$ cat src/rtl/srs_pkg.sv
package srs_pkg;

  localparam int CHAR_W      = 8;
  localparam int PATTERN_MAX = 8;
  localparam int REPL_MAX    = 16;
  localparam int QUEUE_DEPTH = 2;

  localparam int PLEN_W = 4;
  localparam int RLEN_W = 5;
  localparam int WORD_W = 64;
  localparam int IDX_W  = 3;
  localparam int POS_W  = 5;

  localparam logic [CHAR_W-1:0] SPACE_CHAR   = 8'd32;
  localparam logic [CHAR_W-1:0] NEWLINE_CHAR = 8'd10;

  // register indexes
  localparam logic [IDX_W-1:0] REG_MODE  = 3'd0;
  localparam logic [IDX_W-1:0] REG_PLEN  = 3'd1;
  localparam logic [IDX_W-1:0] REG_PAT   = 3'd2;
  localparam logic [IDX_W-1:0] REG_RLEN  = 3'd3;
  localparam logic [IDX_W-1:0] REG_RLOW  = 3'd4;
  localparam logic [IDX_W-1:0] REG_RHIGH = 3'd5;

  localparam logic [1:0] MODE_REPLACE = 2'd1;
  localparam logic [1:0] MODE_SPACE   = 2'd2;

  // what the head of a request emits
  localparam logic [1:0] KIND_NONE  = 2'd0;
  localparam logic [1:0] KIND_CHAR  = 2'd1;
  localparam logic [1:0] KIND_REPL  = 2'd2;
  localparam logic [1:0] KIND_SPACE = 2'd3;

  typedef struct packed {
    logic [1:0]                          mode;
    logic [PLEN_W-1:0]                   plen;
    logic [PATTERN_MAX-1:0][CHAR_W-1:0]  pattern;
    logic [RLEN_W-1:0]                   rlen;
    logic [REPL_MAX-1:0][CHAR_W-1:0]     repl;
  } cfg_t;

  typedef struct packed {
    logic [1:0]                          kind;
    logic [CHAR_W-1:0]                   head_char;
    logic                                last;
    logic [PLEN_W-1:0]                   flush_cnt;
    logic [PATTERN_MAX-1:0][CHAR_W-1:0]  flush_bytes;
  } cmd_t;

  function automatic logic [PLEN_W-1:0] eff_plen(input logic [PLEN_W-1:0] raw);
    logic [PLEN_W-1:0] n;
    n = raw;
    if (n == '0) n = PLEN_W'(1);
    if (n > PLEN_W'(PATTERN_MAX)) n = PLEN_W'(PATTERN_MAX);
    return n;
  endfunction

  function automatic logic [RLEN_W-1:0] eff_rlen(input logic [RLEN_W-1:0] raw);
    logic [RLEN_W-1:0] n;
    n = raw;
    if (n > RLEN_W'(REPL_MAX)) n = RLEN_W'(REPL_MAX);
    return n;
  endfunction

endpackage

$ cat src/rtl/srs_queue.sv
module srs_queue #(
  parameter int DEPTH = srs_pkg::QUEUE_DEPTH
) (
  input  logic          clk,
  input  logic          rst_n,
  input  logic          push,
  input  srs_pkg::cmd_t din,
  input  logic          pop,
  output srs_pkg::cmd_t dout,
  output logic          full,
  output logic          empty
);
  import srs_pkg::*;

  localparam int PTR_W = (DEPTH > 1) ? $clog2(DEPTH) : 1;
  localparam int CNT_W = $clog2(DEPTH + 1);
  localparam logic [PTR_W-1:0] PTR_LAST = PTR_W'(DEPTH - 1);

  cmd_t             slot_r [DEPTH];
  logic [PTR_W-1:0] wr_ptr_r, wr_ptr_nxt;
  logic [PTR_W-1:0] rd_ptr_r, rd_ptr_nxt;
  logic [CNT_W-1:0] count_r, count_nxt;

  assign full  = (count_r == CNT_W'(DEPTH));
  assign empty = (count_r == '0);
  assign dout  = slot_r[rd_ptr_r];

  always_comb begin
    wr_ptr_nxt = wr_ptr_r;
    rd_ptr_nxt = rd_ptr_r;
    count_nxt  = count_r;
    if (push) begin
      wr_ptr_nxt = (wr_ptr_r == PTR_LAST) ? '0 : wr_ptr_r + PTR_W'(1);
    end
    if (pop) begin
      rd_ptr_nxt = (rd_ptr_r == PTR_LAST) ? '0 : rd_ptr_r + PTR_W'(1);
    end
    if (push && !pop) begin
      count_nxt = count_r + CNT_W'(1);
    end else if (pop && !push) begin
      count_nxt = count_r - CNT_W'(1);
    end
  end

  always_ff @(posedge clk) begin
    if (!rst_n) begin
      wr_ptr_r <= '0;
      rd_ptr_r <= '0;
      count_r  <= '0;
    end else begin
      wr_ptr_r <= wr_ptr_nxt;
      rd_ptr_r <= rd_ptr_nxt;
      count_r  <= count_nxt;
    end
  end

  always_ff @(posedge clk) begin
    if (push) begin
      slot_r[wr_ptr_r] <= din;
    end
  end

endmodule

$ cat src/rtl/srs_front.sv
module srs_front (
  input  logic                        clk,
  input  logic                        rst_n,
  input  logic                        in_tvalid,
  output logic                        in_tready,
  input  logic [srs_pkg::CHAR_W-1:0]  in_tdata,
  input  logic                        in_tlast,
  input  srs_pkg::cfg_t               cfg,
  input  logic                        wnd_clear,
  input  logic                        q_full,
  output logic                        q_push,
  output srs_pkg::cmd_t               q_data
);
  import srs_pkg::*;

  logic [PATTERN_MAX-1:0][CHAR_W-1:0] wnd_r, wnd_nxt;
  logic [PLEN_W-1:0]                  count_r, count_nxt;

  logic [PATTERN_MAX-1:0][CHAR_W-1:0] wnd_new;
  logic [PLEN_W-1:0]                  cnt_new;
  logic                               match;
  logic                               accept;

  assign in_tready = !q_full;
  assign accept    = in_tvalid && !q_full;
  assign q_push    = accept;

  always_comb begin
    wnd_new = wnd_r;
    cnt_new = count_r;
    if (count_r < PLEN_W'(PATTERN_MAX)) begin
      wnd_new[count_r[$clog2(PATTERN_MAX)-1:0]] = in_tdata;
      cnt_new = count_r + PLEN_W'(1);
    end

    match = 1'b1;
    for (int i = 0; i < PATTERN_MAX; i++) begin
      if ((PLEN_W'(i) < cfg.plen) && (wnd_new[i] != cfg.pattern[i])) match = 1'b0;
    end

    q_data           = '0;
    q_data.kind      = KIND_NONE;
    q_data.head_char = wnd_new[0];
    q_data.last      = in_tlast;
    wnd_nxt          = wnd_new;
    count_nxt        = cnt_new;

    if (cnt_new >= cfg.plen) begin
      if (match) begin
        count_nxt = '0;
        if (cfg.mode == MODE_REPLACE) begin
          q_data.kind = KIND_REPL;
        end else if (cfg.mode == MODE_SPACE) begin
          q_data.kind = KIND_SPACE;
        end
      end else begin
        q_data.kind = KIND_CHAR;
        for (int i = 0; i < PATTERN_MAX - 1; i++) begin
          wnd_nxt[i] = wnd_new[i+1];
        end
        count_nxt = cnt_new - PLEN_W'(1);
      end
    end

    // token end hands the remaining window to the back end
    q_data.flush_bytes = wnd_nxt;
    q_data.flush_cnt   = in_tlast ? count_nxt : '0;
    if (in_tlast) begin
      count_nxt = '0;
    end
  end

  always_ff @(posedge clk) begin
    if (!rst_n) begin
      count_r <= '0;
    end else if (wnd_clear) begin
      count_r <= '0;
    end else if (accept) begin
      count_r <= count_nxt;
    end
  end

  always_ff @(posedge clk) begin
    if (accept) begin
      wnd_r <= wnd_nxt;
    end
  end

endmodule

$ cat src/rtl/srs_back.sv
module srs_back (
  input  logic                        clk,
  input  logic                        rst_n,
  input  srs_pkg::cfg_t               cfg,
  input  logic                        q_empty,
  input  srs_pkg::cmd_t               q_data,
  output logic                        q_pop,
  output logic                        out_tvalid,
  input  logic                        out_tready,
  output logic [srs_pkg::CHAR_W-1:0]  out_tdata,
  output logic                        out_tlast
);
  import srs_pkg::*;

  logic [POS_W-1:0]  pos_r, pos_nxt;
  logic              out_valid_r, out_valid_nxt;
  logic [CHAR_W-1:0] out_data_r, out_data_nxt;
  logic              out_last_r, out_last_nxt;

  logic [POS_W-1:0]  head_n, total_n, flush_pos;
  logic              can_emit, busy;
  logic [CHAR_W-1:0] item_char;
  logic              item_last;

  assign can_emit   = !out_valid_r || out_tready;
  assign out_tvalid = out_valid_r;
  assign out_tdata  = out_data_r;
  assign out_tlast  = out_last_r;

  always_comb begin
    case (q_data.kind)
      KIND_CHAR:  head_n = POS_W'(1);
      KIND_SPACE: head_n = POS_W'(1);
      KIND_REPL:  head_n = POS_W'(cfg.rlen);
      default:    head_n = '0;
    endcase
    total_n   = head_n + POS_W'(q_data.flush_cnt) + POS_W'(q_data.last);
    flush_pos = pos_r - head_n;

    // head part, then the flushed window, then the newline
    item_last = 1'b0;
    if (pos_r < head_n) begin
      case (q_data.kind)
        KIND_CHAR:  item_char = q_data.head_char;
        KIND_SPACE: item_char = SPACE_CHAR;
        default:    item_char = cfg.repl[pos_r[$clog2(REPL_MAX)-1:0]];
      endcase
    end else if (pos_r < head_n + POS_W'(q_data.flush_cnt)) begin
      item_char = q_data.flush_bytes[flush_pos[$clog2(PATTERN_MAX)-1:0]];
    end else begin
      item_char = NEWLINE_CHAR;
      item_last = 1'b1;
    end

    busy          = !q_empty && (total_n == '0 || can_emit);
    q_pop         = 1'b0;
    pos_nxt       = pos_r;
    out_valid_nxt = out_valid_r && !out_tready;
    out_data_nxt  = out_data_r;
    out_last_nxt  = out_last_r;

    if (busy) begin
      if (total_n != '0) begin
        out_valid_nxt = 1'b1;
        out_data_nxt  = item_char;
        out_last_nxt  = item_last;
      end
      if (total_n == '0 || pos_r + POS_W'(1) == total_n) begin
        q_pop   = 1'b1;
        pos_nxt = '0;
      end else begin
        pos_nxt = pos_r + POS_W'(1);
      end
    end
  end

  always_ff @(posedge clk) begin
    if (!rst_n) begin
      pos_r       <= '0;
      out_valid_r <= 1'b0;
    end else begin
      pos_r       <= pos_nxt;
      out_valid_r <= out_valid_nxt;
    end
  end

  always_ff @(posedge clk) begin
    out_data_r <= out_data_nxt;
    out_last_r <= out_last_nxt;
  end

endmodule

$ cat src/rtl/substring_replace_stream.sv
// channel | dir | handshake         | payload
// in      | in  | in_tvalid/tready  | in_tdata: in_char; in_tlast: token_end
// out     | out | out_tvalid/tready | out_tdata: out_char; out_tlast: line_last
// cfg     | in  | cfg_valid/ready   | cfg_index: register; cfg_data: value
//
// the front end takes one character per cycle while the request queue has room
// the back end sends one character per cycle while the output is not stalled: a request
// emits one character for a plain character or space, replacement_length characters for a
// replacement, plus the flushed window and the newline at token end; a request with no output
// is popped without output. the queue depth (QUEUE_DEPTH) sets how far the input runs ahead
// reset is synchronous (rst_n low): window, queue and output register empty,
// registers back to their reset values. cfg_ready is always high
module substring_replace_stream #(
  parameter int QUEUE_DEPTH = srs_pkg::QUEUE_DEPTH
) (
  input  logic                        clk,
  input  logic                        rst_n,
  input  logic                        in_tvalid,
  output logic                        in_tready,
  input  logic [srs_pkg::CHAR_W-1:0]  in_tdata,   // [7:0] in_char
  input  logic                        in_tlast,   // token_end
  output logic                        out_tvalid,
  input  logic                        out_tready,
  output logic [srs_pkg::CHAR_W-1:0]  out_tdata,  // [7:0] out_char
  output logic                        out_tlast,  // line_last
  input  logic                        cfg_valid,
  output logic                        cfg_ready,
  input  logic [srs_pkg::IDX_W-1:0]   cfg_index,
  input  logic [srs_pkg::WORD_W-1:0]  cfg_data
);
  import srs_pkg::*;

  logic [1:0]        mode_r;
  logic [PLEN_W-1:0] plen_r;
  logic [WORD_W-1:0] pattern_r;
  logic [RLEN_W-1:0] rlen_r;
  logic [WORD_W-1:0] rlow_r;
  logic [WORD_W-1:0] rhigh_r;

  cfg_t cfg;
  cmd_t q_in, q_out;
  logic q_push, q_pop, q_full, q_empty;
  logic cfg_wr, wnd_clear;

  assign cfg_ready = 1'b1;
  assign cfg_wr    = cfg_valid;
  assign wnd_clear = cfg_wr && (cfg_index == REG_PLEN);

  always_ff @(posedge clk) begin
    if (!rst_n) begin
      mode_r    <= MODE_REPLACE;
      plen_r    <= PLEN_W'(1);
      pattern_r <= '0;
      rlen_r    <= '0;
      rlow_r    <= '0;
      rhigh_r   <= '0;
    end else if (cfg_wr) begin
      case (cfg_index)
        REG_MODE:  mode_r    <= cfg_data[1:0];
        REG_PLEN:  plen_r    <= cfg_data[PLEN_W-1:0];
        REG_PAT:   pattern_r <= cfg_data;
        REG_RLEN:  rlen_r    <= cfg_data[RLEN_W-1:0];
        REG_RLOW:  rlow_r    <= cfg_data;
        REG_RHIGH: rhigh_r   <= cfg_data;
        default: ;
      endcase
    end
  end

  always_comb begin
    cfg.mode    = mode_r;
    cfg.plen    = eff_plen(plen_r);
    cfg.pattern = pattern_r;
    cfg.rlen    = eff_rlen(rlen_r);
    cfg.repl    = {rhigh_r, rlow_r};
  end

  srs_front u_front (
    .clk       (clk),
    .rst_n     (rst_n),
    .in_tvalid (in_tvalid),
    .in_tready (in_tready),
    .in_tdata  (in_tdata),
    .in_tlast  (in_tlast),
    .cfg       (cfg),
    .wnd_clear (wnd_clear),
    .q_full    (q_full),
    .q_push    (q_push),
    .q_data    (q_in)
  );

  srs_queue #(
    .DEPTH (QUEUE_DEPTH)
  ) u_queue (
    .clk   (clk),
    .rst_n (rst_n),
    .push  (q_push),
    .din   (q_in),
    .pop   (q_pop),
    .dout  (q_out),
    .full  (q_full),
    .empty (q_empty)
  );

  srs_back u_back (
    .clk        (clk),
    .rst_n      (rst_n),
    .cfg        (cfg),
    .q_empty    (q_empty),
    .q_data     (q_out),
    .q_pop      (q_pop),
    .out_tvalid (out_tvalid),
    .out_tready (out_tready),
    .out_tdata  (out_tdata),
    .out_tlast  (out_tlast)
  );

endmodule

$ cat config.mk
export PLATFORM = sky130hd
export DESIGN_NAME = substring_replace_stream
export DESIGN_NICKNAME = d
export VERILOG_FILES = /design/src/rtl/srs_pkg.sv /design/src/rtl/srs_queue.sv /design/src/rtl/srs_front.sv /design/src/rtl/srs_back.sv /design/src/rtl/substring_replace_stream.sv
export SDC_FILE = /design/constraint.sdc
export NUM_CORES = 1
export LEC_CHECK = 0
export CORE_ASPECT_RATIO = 1.1
export CORE_UTILIZATION = 64
export DETAILED_ROUTE_END_ITERATION = 12
export DONT_BUFFER_PORTS = 1
export PLACE_DENSITY = 0.8
export SLEW_MARGIN = 40
export SYNTH_ARGS = -nofsm -noshare
export SYNTH_HDL_FRONTEND = slang
export SYNTH_HIERARCHICAL = 1
export SYNTH_SLANG_ARGS = --single-unit
$ cat constraint.sdc
create_clock -name clk -period 8.1 [get_ports clk]
set_input_delay 0.81 -clock clk [delete_from_list [all_inputs] [get_ports clk]]
set_output_delay 0.81 -clock clk [all_outputs]
set_load 0.05 [all_outputs]
Word level (Yosys, flattened, before mapping)
Memories as Yosys holds them, arrays and structs flattened. A register that Yosys moved wholly into a read port is not among the register bits.
Cells that the tools add are included.
Storage, ports and cells
  register bits after elaboration: 290
  RAM bits: 158
  word-level logic and storage cells: 159
  memories kept: 1
Cells by class
  $add $sub $neg: 10
  order comparisons: 18
  eq/ne operators: 20
  mux-type cells: 48
  bitwise gates (word level): 1
  reduce and logical (&&, ||, !) cells: 39
Memory list
  u_queue.slot_r: depth 2, width 79, rd ports 1, clocked after Yosys merged registers in 1, wr ports 1, RTL line srs_queue.sv:19  | cmd_t slot_r [DEPTH];
Operators by type and width (number)
  $mux 56: 2
  $bwmux 64: 1
  $mux 64: 1
  $ne 8x8->1: 8
  $mux 8: 5
  $bmux 8 s4: 1
  $mux 4: 7
  $bmux 8 s3: 1
  $demux 8 s3: 1
  $mux 1: 19
  $lt 3x4->1 const A: 4
  $pmux 8 s2: 1
  $logic_and 1x1->1: 15
  $reduce_and 2->1: 7
  $mux 2: 6
  $lt 5x5->1: 2
  $mux 5: 2
  $pmux 5 s2: 1
  $eq 2x2->1 const B: 4
  $lt 1x4->1 const A: 2
  $lt 2x4->1 const A: 2
  $lt 3x4->1 const B: 2
  $eq 3x2->1 const B: 2
  $eq 3x3->1 const B: 2
  28 further kinds: 38

Logic depth before layout (Yosys ltp)
Gate-level depths: netlist of the first run.
  depth in word-level cells: 19
  mapped depth: 19

Modules after synthesis
The synthesis of the first run kept the hierarchy.
Modules (own cells, without submodules)
  substring_replace_stream: instances 1, cells each 745, area each 7557.2 um^2, sequential area each 4063.9 um^2
  srs_queue: instances 1, cells each 268, area each 5952.0 um^2, sequential area each 4844.6 um^2
  srs_front: instances 1, cells each 586, area each 5756.8 um^2, sequential area each 2001.9 um^2
  srs_back: instances 1, cells each 232, area each 2836.5 um^2, sequential area each 390.4 um^2

Worst setup path before layout of the first run
OpenSTA, ideal clock, no wires.
  kind: reg-to-reg
  from: register u_queue.count_r[0]
  to: memory u_queue/slot_r[0][0] (netlist bit) (enable)
  library setup time: 527 ps
  arrival time: 6005 ps
  data required time: 7573 ps
  path slack: 1568 ps
  stages on the path, launching flop included: 6
  clock period less this slack: 6532 ps
  cell sequence: dfxtp_1 -> nor2b_1 -> inv_1 -> nand2_1 -> inv_1 -> nor2b_1
On the way
  cells in the longest elaborated chain, start to end: 5
Ends and longest elaborated chain
  start: declaration: RTL line srs_queue.sv:22  | logic [CNT_W-1:0] count_r, count_nxt;
  start signal: assignment: RTL line srs_queue.sv:53  | count_r <= count_nxt;
  $eq 2x2->1: RTL line srs_queue.sv:24  | assign full = (count_r == CNT_W'(DEPTH));
  via q_full: RTL line substring_replace_stream.sv:42  | logic q_push, q_pop, q_full, q_empty;
  $logic_not 1->1
  via in_tready: RTL line substring_replace_stream.sv:19  | output logic in_tready,
  $logic_and 1x1->1: RTL line srs_front.sv:25  | assign accept = in_tvalid && !q_full;
  via q_push: RTL line substring_replace_stream.sv:42
  $mux 1: RTL line srs_queue.sv:58  | if (push) begin
  $mux 1 (implied by the code): RTL line srs_queue.sv:59  | slot_r[wr_ptr_r] <= din;
  end: declaration: RTL line srs_queue.sv:19
The timed path passes the listed nets, and every way through them passes these cells.

==> key figures, run 1 <==
STA
  – Final Critical Period: 5.63 ns
  – FMAX: 178 MHz
  – Worst slew pin tran: 0.928 ns
  – # setup viols final: 0
  – Clock Skew: 0.0265 ns
  – Final worst slack: 2.47 ns
  – Max-slew headroom: 37.9%
  – Fin crit share: 69.5%
  – Hold violation count in the final report: 0
  – Pins over their slew limit: 0
  – Total Neg Setup Slack: 0 ns
  – RSZ-0062 raised after global routing: false

Synth
  – Mean post-synth cell area: 12.1 um^2
  – Share of the synthesized area in the top cell type: 31.4%
  – Post-synth EDFFs: 231
  – Post-Syn Area: 22100 um^2
  – Area contributors post-synth: edfxtp_1 31%, dfxtp_1 20%, mux2i_1 10%
  – Area leader, netlist: edfxtp_1
  – Netlist cell types: 89
  – Yosys reg bits: 449
  – Async SR Flop Fraction: 0%
  – Synth warnings: 6
  – Gate Count Post-Synth: 1831
  – Seq/Total Area, Yosys: 51.1%
  – Syn_nets: 1938
  – Post-synth top flop: edfxtp_1

Worst setup path
  – FF-to-FF path depth: 17
  – Kind of cell adding the most delay to the critical path: adder cells
  – Arrival time worst endpoint: 6.12 ns
  – Cell with the most instances on the worst path: ha_1
  – CP Buf/Inv Count: 3
  – Slowest stage delay, CP: 0.68 ns
  – CP Cell Sequence: buf_4, mux2_2, nand2_1, nand2_1, ha_1, fa_1, ha_1, inv_1, a2111o_1, and2_2, xor2_1, or3b_2, a21oi_1, inv_1, ha_1, or3_1, a21boi_1
  – CP endpoint kind: flip-flop
  – Worst Path Max Fanout: 51
  – Critical path's slowest cell: buf_4
  – Startpoint Class: flip-flop
  – Crit Path Category: flip-flop to flip-flop
  – Critical Path RT: 8.59 ns
  – Worst reg2reg endpoint: u_queue/count_r[1]$_SDFFE_PN0P_
  – Reg2Reg Setup Slack: 2.47 ns

Clock tree
  – Post-CTS Setup Inserts: 0
  – Longest Clk Path Bufs: 3
  – Root buffer cell: clkbuf_16
  – TritonCTS buffer count: 43
  – Post-CTS Hold Fix Bufs: 0
  – Post-CTS Resized: 0
  – CTS tree: built
  – Worst-path clk slew: 0.07 ns
  – Clk Latency, worst-skew pair: 0.57 ns
  – H-tree depth: 2
  – Clock sink count: 449

Cells and area
  – Syn-to-layout area delta: 6.65%
  – Final Cell Area: 23600 um^2
  – Final net count: 1875
  – Area of the multi-input gates: 9930 um^2
  – Most frequent cells in the layout: 309 x nand2_1, 231 x edfxtp_1, 230 x mux2i_1
  – Seq. cell area: 11300 um^2
  – Layout cells sized above 1: 15.5%
  – Post-layout util: 69.1%
  – Layout fillers: 2420
  – Most common cell after layout, fill and taps aside: nand2_1
  – Ant. Diodes: 0

Global route
  – Vias in the first global route: 14300
  – GRT overflow: 0
  – Gr usage total: 34.0%
  – Met1 usage: 46.5%
  – Most Crowded Layer GR: met2
  – M3 GR Usage: 5.05%
  – First-pass GRT wire length: 87.7 mm
  – Pin count of the biggest net entering global routing: 279
  – Initial antenna violation count: 3
  – GR Layer Usage met2: 53.5%

Status
  – Outcome: finished with violations
  – Failing checks: DRC

Place
  – Final GP Congestion: 0.952
  – Setup WS pre-CTS: 2.55 ns
  – Dpl cell area: 22100 um^2
  – HPWL after DPL: 40.8 mm
  – PortBufs: 0

Pwr
  – Maximum vdd drop: 0.194 mV
  – PwrDens: 306 nW/um^2
  – Pleak: 8.95 nW

Die
  – Core outline area: 34100 um^2
  – Initial Util: 64.8%
  – Die X: 179 um
  – Die ar.: 35300 um^2
  – Row cnt: 71
  – I/O pin count: 93
  – Die Height: 197 um

Routing
  – Final ANT Viol Nets: 0
  – DR pass1 iterations: 12
  – Vias per cell: 6.71
  – DR vias: 15000
  – Drt drc: 2
  – Final wirelength: 59.2 mm
  – Mean routed wirelength per cell: 26.5 um
  – DR iter-0 viols: 1738

Min path
  – Hold Path Class: primary input to flip-flop
  – Hold path startpoint: in_tlast
  – WHS Endpoint: u_queue/slot_r[0][68]$_DFFE_PP_
  – Worst Hold Depth: 0

Run
  – Max-Cap Viols: 0
## sequential cells by signal, indices dropped and copies added, names as in the netlist, 4 cells and up, named ones only
| signal | flops |
|---|---|
| plen_r | 4 |
| u_back/pos_r | 5 |
| u_front/count_r | 4 |
| pattern_r | 64 |
| u_queue/slot_r | 158 |
| rhigh_r | 64 |
| rlow_r | 64 |
| u_front/wnd_r | 64 |
| u_back/out_tdata | 8 |
| rlen_r | 5 |
## routing by layer
layer	share of wire [%]	routed length, um
met3	9.2	5420
met1	39	23200
met4	4.8	2860
met5	0.019	11
met2	47	27700
## area by class of cell
cell class	instances	share of cell area (%)
Multi-Input combinational cell	1194	42.1
Timing Repair Buffer	16	0.610
Clock buffer	60	5.18
Inverter	64	1.02
Clock inverter	16	0.764
Tap cell	438	2.32
Sequential cell	449	48.0
## cell usage after synthesis (24+ instances only)
| cell type | n |
|---|---|
| clkbuf_1 | 51 |
| buf_2 | 34 |
| mux2_2 | 79 |
| nor2b_1 | 27 |
| mux4_2 | 56 |
| inv_1 | 62 |
| nand3b_1 | 33 |
| o21ai_0 | 24 |
| xnor2_1 | 32 |
| xor2_1 | 41 |
| nand2_1 | 309 |
| dfxtp_1 | 218 |
| edfxtp_1 | 231 |
| ha_1 | 24 |
| mux2i_1 | 230 |
| o221a_1 | 24 |
## power breakdown
part / switching (W) / leakage [nW] / internal, W
registers: 0.000313 / 3.94 / 0.00286
clock network: 0.000871 / 0.676 / 0.00115
logic: 0.00112 / 4.33 / 0.000896
## worst max path at each step
| stage | from | to | slack, ns | cells after the start |
|---|---|---|---|---|
| 2_1_floorplan | u_queue/count_r[0]$_SDFFE_PN0P_ | u_queue/slot_r[0][0]$_DFFE_PP_ | 1.57 | 5 |
| 3_3_place_gp | flip-flop | u_queue/count_r[1]$_SDFFE_PN0P_ | 2.69 | 17 |
| 3_5_place_dp | flip-flop | u_queue/count_r[1]$_SDFFE_PN0P_ | 2.55 | 17 |
| 4_1_cts | flip-flop | u_queue/count_r[1]$_SDFFE_PN0P_ | 2.53 | 17 |
| 5_1_grt | flip-flop | u_queue/count_r[1]$_SDFFE_PN0P_ | 2.27 | 16 |
| 6_report | flip-flop | u_queue/count_r[1]$_SDFFE_PN0P_ | 2.47 | 17 |
## kinds of logic (layout without fill, tap and decap cells)
kind of cell | count (synthesis) | after routing | synth area share (%)
compound gates | 202 | 202 | 7.55
xor+xnor | 76 | 76 | 3.17
fa+ha+maj | 26 | 26 | 1.54
buf+inv | 188 | 156 | 4.15
flops | 449 | 449 | 51.1
mux | 384 | 384 | 21.4
other cells | 1 | 1 | 0.0170
simple gates | 505 | 505 | 11.1
## metrics by stage
stage	hold slack, ns	instances	power (W)
2_1_floorplan	0.432	1831	0.00463
3_3_place_gp	0.439	2160	0.00511
3_5_place_dp	0.449	2160	0.00517
4_1_cts	0.338	2236	0.00718
5_1_grt	0.336	2237	0.00743
6_report	0.350	2237	0.00721
Power figures use the tool's default switching activity.
==> run 2, diff against run 1 <==
--- a/config.mk
+++ b/config.mk
@@ -5,6 +5,7 @@
 export SDC_FILE = /design/constraint.sdc
 export NUM_CORES = 1
 export LEC_CHECK = 0
+export ABC_AREA = 1
 export CORE_ASPECT_RATIO = 1.1
 export CORE_UTILIZATION = 64
 export DETAILED_ROUTE_END_ITERATION = 12
==> constraint.sdc (replaced) <==
create_clock -name clk -period 5.9 [get_ports clk]
set_input_delay 0.59 -clock clk [delete_from_list [all_inputs] [get_ports clk]]
set_output_delay 0.59 -clock clk [all_outputs]
set_load 0.05 [all_outputs]
==> run 2 against run 1 <==
The flow now finishes without violations. Clock-buffer cell count rose by 10. Non-clock buffer count grew 7. Critical path depth grew 8. Via count up 32%. Fmax rose by 30%. Cell area rose by 4.4%. Clock skew is 0.0018 ns lower. Largest power group unchanged. Highest routed layer is now met4.
==> key figures, run 2 <==
Status
  – Outcome: finished clean

Die
  – Core outline area: 35300 um^2 (+3.5%)
  – I/O pin count: 93 (unchanged)
  – Initial Util: 65.3% (+0.51 points)
  – Die X: 183 um (+2.1%)
  – Row cnt: 72 (+1.4%)
  – Die Height: 201 um (+2.1%)
  – Die ar.: 36800 um^2 (+4.3%)

Clock tree
  – Post-CTS Hold Fix Bufs: 0 (unchanged)
  – Post-CTS Setup Inserts: 0 (unchanged)
  – TritonCTS buffer count: 45 (+4.7%)
  – Post-CTS Resized: 0 (unchanged)
  – Worst-path clk slew: 0.06 ns (about the same)
  – Clock sink count: 449 (unchanged)
  – Longest Clk Path Bufs: 3 (unchanged)
  – H-tree depth: 2 (unchanged)
  – Root buffer cell: clkbuf_16
  – CTS tree: built
  – Clk Latency, worst-skew pair: 0.58 ns (about the same)

Place
  – Final GP Congestion: 0.941 (-1.2%)
  – HPWL after DPL: 48.1 mm (+18%)
  – PortBufs: 0 (unchanged)

Synth
  – Share of the synthesized area in the top cell type: 30.1% (-1.3 points)
  – Yosys reg bits: 449 (unchanged)
  – Mean post-synth cell area: 7.83 um^2 (-35%)
  – Area contributors post-synth: edfxtp_1 30%, dfxtp_1 19%, nand2_1 12%
  – Netlist cell types: 43 (-52%)
  – Most common cell in the netlist: nand2_1
  – Post-synth top flop: edfxtp_1
  – Gate Count Post-Synth: 2947 (+61%)
  – Synth warnings: 6 (unchanged)
  – Seq/Total Area, Yosys: 49.0% (-2.1 points)
  – Syn_nets: 3054 (+58%)
  – Post-synth top cells: 717 x nand2_1, 528 x nor2_1, 373 x nand3_1, 286 x inv_1, 231 x edfxtp_1
  – Post-Syn Area: 23100 um^2 (+4.3%)
  – Async SR Flop Fraction: 0% (unchanged)
  – Area leader, netlist: edfxtp_1
  – Post-synth EDFFs: 231 (unchanged)

Run
  – Max-Cap Viols: 0 (unchanged)

Cells and area
  – Syn-to-layout area delta: 6.67% (about the same)
  – Layout cells sized above 1: 8.12% (-7.3 points)
  – Most common cell after layout, fill and taps aside: nand2_1
  – Most frequent cells in the layout: 717 x nand2_1, 525 x nor2_1, 373 x nand3_1
  – Final net count: 2977 (+59%)
  – Max reg flops: 158 (unchanged)
  – Layout fillers: 2989 (+24%)
  – Top reg by flops: u_queue/slot_r

Routing
  – Drt drc: 0 (-2)
  – DR pass1 iterations: 9 (-3)
  – Vias per cell: 5.85 (-13%)
  – DR vias: 19800 (+32%)
  – Final ANT Viol Nets: 0 (unchanged)
  – Final wirelength: 68.6 mm (+16%)
  – Mean routed wirelength per cell: 20.2 um (-24%)
  – DR iter-0 viols: 2111 (+21%)

Pwr
  – Maximum vdd drop: 0.391 mV (+100%)
  – Pleak: 10.5 nW (+17%)
  – Power Total: 0.0106 W (+46%)
  – PwrDens: 429 nW/um^2 (+40%)

Global route
  – Pin count of the biggest net entering global routing: 211 (-24%)
  – GRT overflow: 0 (unchanged)
  – Vias in the first global route: 18400 (+29%)
  – First-pass GRT wire length: 105 mm (+19%)
  – Initial antenna violation count: 0 (-3)
  – Gr usage total: 37.5% (+3.5 points)

STA
  – RSZ-0062 raised after global routing: false
  – Max-slew headroom: 44.0% (+6.1 points)
  – Fin crit share: 73.2% (+3.7 points)
  – Pins over their slew limit: 0 (unchanged)
  – Hold violation count in the final report: 0 (unchanged)
  – # setup viols final: 0 (unchanged)
  – Worst slew pin tran: 0.840 ns (-0.0884 ns)
  – Clock Skew: 0.0246 ns (-0.00184 ns)
  – Total Neg Setup Slack: 0 ns (unchanged)
  – Final Critical Period: 4.32 ns (-1.31 ns)
  – FMAX: 232 MHz (+30%)

Min path
  – Hold path startpoint: in_tlast
  – Hold Path Class: primary input to flip-flop

Worst setup path
  – CP endpoint kind: flip-flop
  – Worst Path Max Fanout: 45 (-12%)
  – Startpoint Class: flip-flop
  – Critical Path RT: 6.40 ns (-2.19 ns)
  – Arrival time worst endpoint: 4.82 ns (-1.30 ns)
  – Crit Path Category: flip-flop to flip-flop
==> run 2: changes by cell type in the layout (fill, tap and decap cells not counted), moves of 36 or more <==
cell | before | now
nand3_1 | 22 | 373
mux4_2 | 56 | 0
nand2_1 | 309 | 717
xor2_1 | 41 | 5
mux2i_1 | 230 | 16
nor2_1 | 19 | 525
o21ai_0 | 22 | 132
inv_1 | 61 | 283
==> run 2: logic make-up (layout without fill, tap and decap cells) <==
kind of cell             count (synthesis)  after routing  synth area share, %
other                                    1              2               0.0163
flip-flops                             449            449                 49.0
buffers and inverters                  447            406                 8.24
adder cells (fa/ha/maj)                 26             26                 1.48
XOR/XNOR                                 8              8                0.304
AO/OA/AOI/OAI                          248            248                 6.06
multiplexers                            95             95                 4.71
AND/OR/NAND/NOR                       1673           1673                 30.2
==> run 2: routing by layer <==
layer  track usage, %  vias to the layer above  wire length, um
li1                 -                     9415                -
met1             49.2                     9213            26700
met2             60.2                     1018            32000
met3             5.32                      186             6110
met4             19.8                        0             3790
met5                0                        -                0
==> run 2: layout make-up <==
class	count	area (um^2)	area share, %
timing repair buffer	23	176	0.717
clock buffer	70	1300	5.28
tap	481	602	2.45
clock inverter	13	173	0.702
inverter	300	1130	4.60
multi-input combinational	2051	9910	40.3
antenna	1	2.50	0.0102
sequential	449	11300	46.0
==> run 2: path summary, 6_finish.rpt <==
path	depth (start not counted)	endpoint	slack, ns
setup reg to reg	25	u_queue/count_r[1]$_SDFFE_PN0P_	1.58
hold / removal	0	u_queue/slot_r[0][68]$_DFFE_PP_	0.13
hold reg to reg	2	rlow_r[11]$_SDFFE_PN0P_	0.47
setup / recovery	25	u_queue/count_r[1]$_SDFFE_PN0P_	1.58
==> run 2: power breakdown <==
part           internal (W)  switching, W
clock network       0.00165       0.00120
logic               0.00110       0.00238
registers           0.00390      0.000309
==> run 2: through the flow <==
stage,area [um^2],hold WS [ns],worst slack (ns),instances,util (%)
detailed placement,23100,0.467,1.59,3304,65.5
floorplan,23100,0.442,0.920,2947,-
global route,24600,0.105,1.28,3387,69.6
CTS,24600,0.108,1.56,3387,69.6
finish,24600,0.127,1.58,3388,69.7
global placement,23100,0.455,1.64,3304,65.4
==> run 2: worst max-delay path, cell delays in order, from the launching register on <==
cell	delay (ns)
dfxtp_4	0.35
buf_4	0.54
mux2_2	0.44
nand2_1	0.08
nand2_1	0.10
ha_1	0.27
fa_1	0.53
ha_1	0.26
nand3_2	0.11
clkinv_2	0.07
nand3_1	0.10
nand2_1	0.07
nand2_1	0.09
nand2_2	0.10
nand2_4	0.11
nand2_4	0.08
inv_2	0.07
nand2_2	0.07
inv_1	0.10
inv_1	0.05
ha_1	0.29
inv_1	0.08
nand3_1	0.07
nand2_1	0.07
inv_1	0.04
nor2_1	0.10
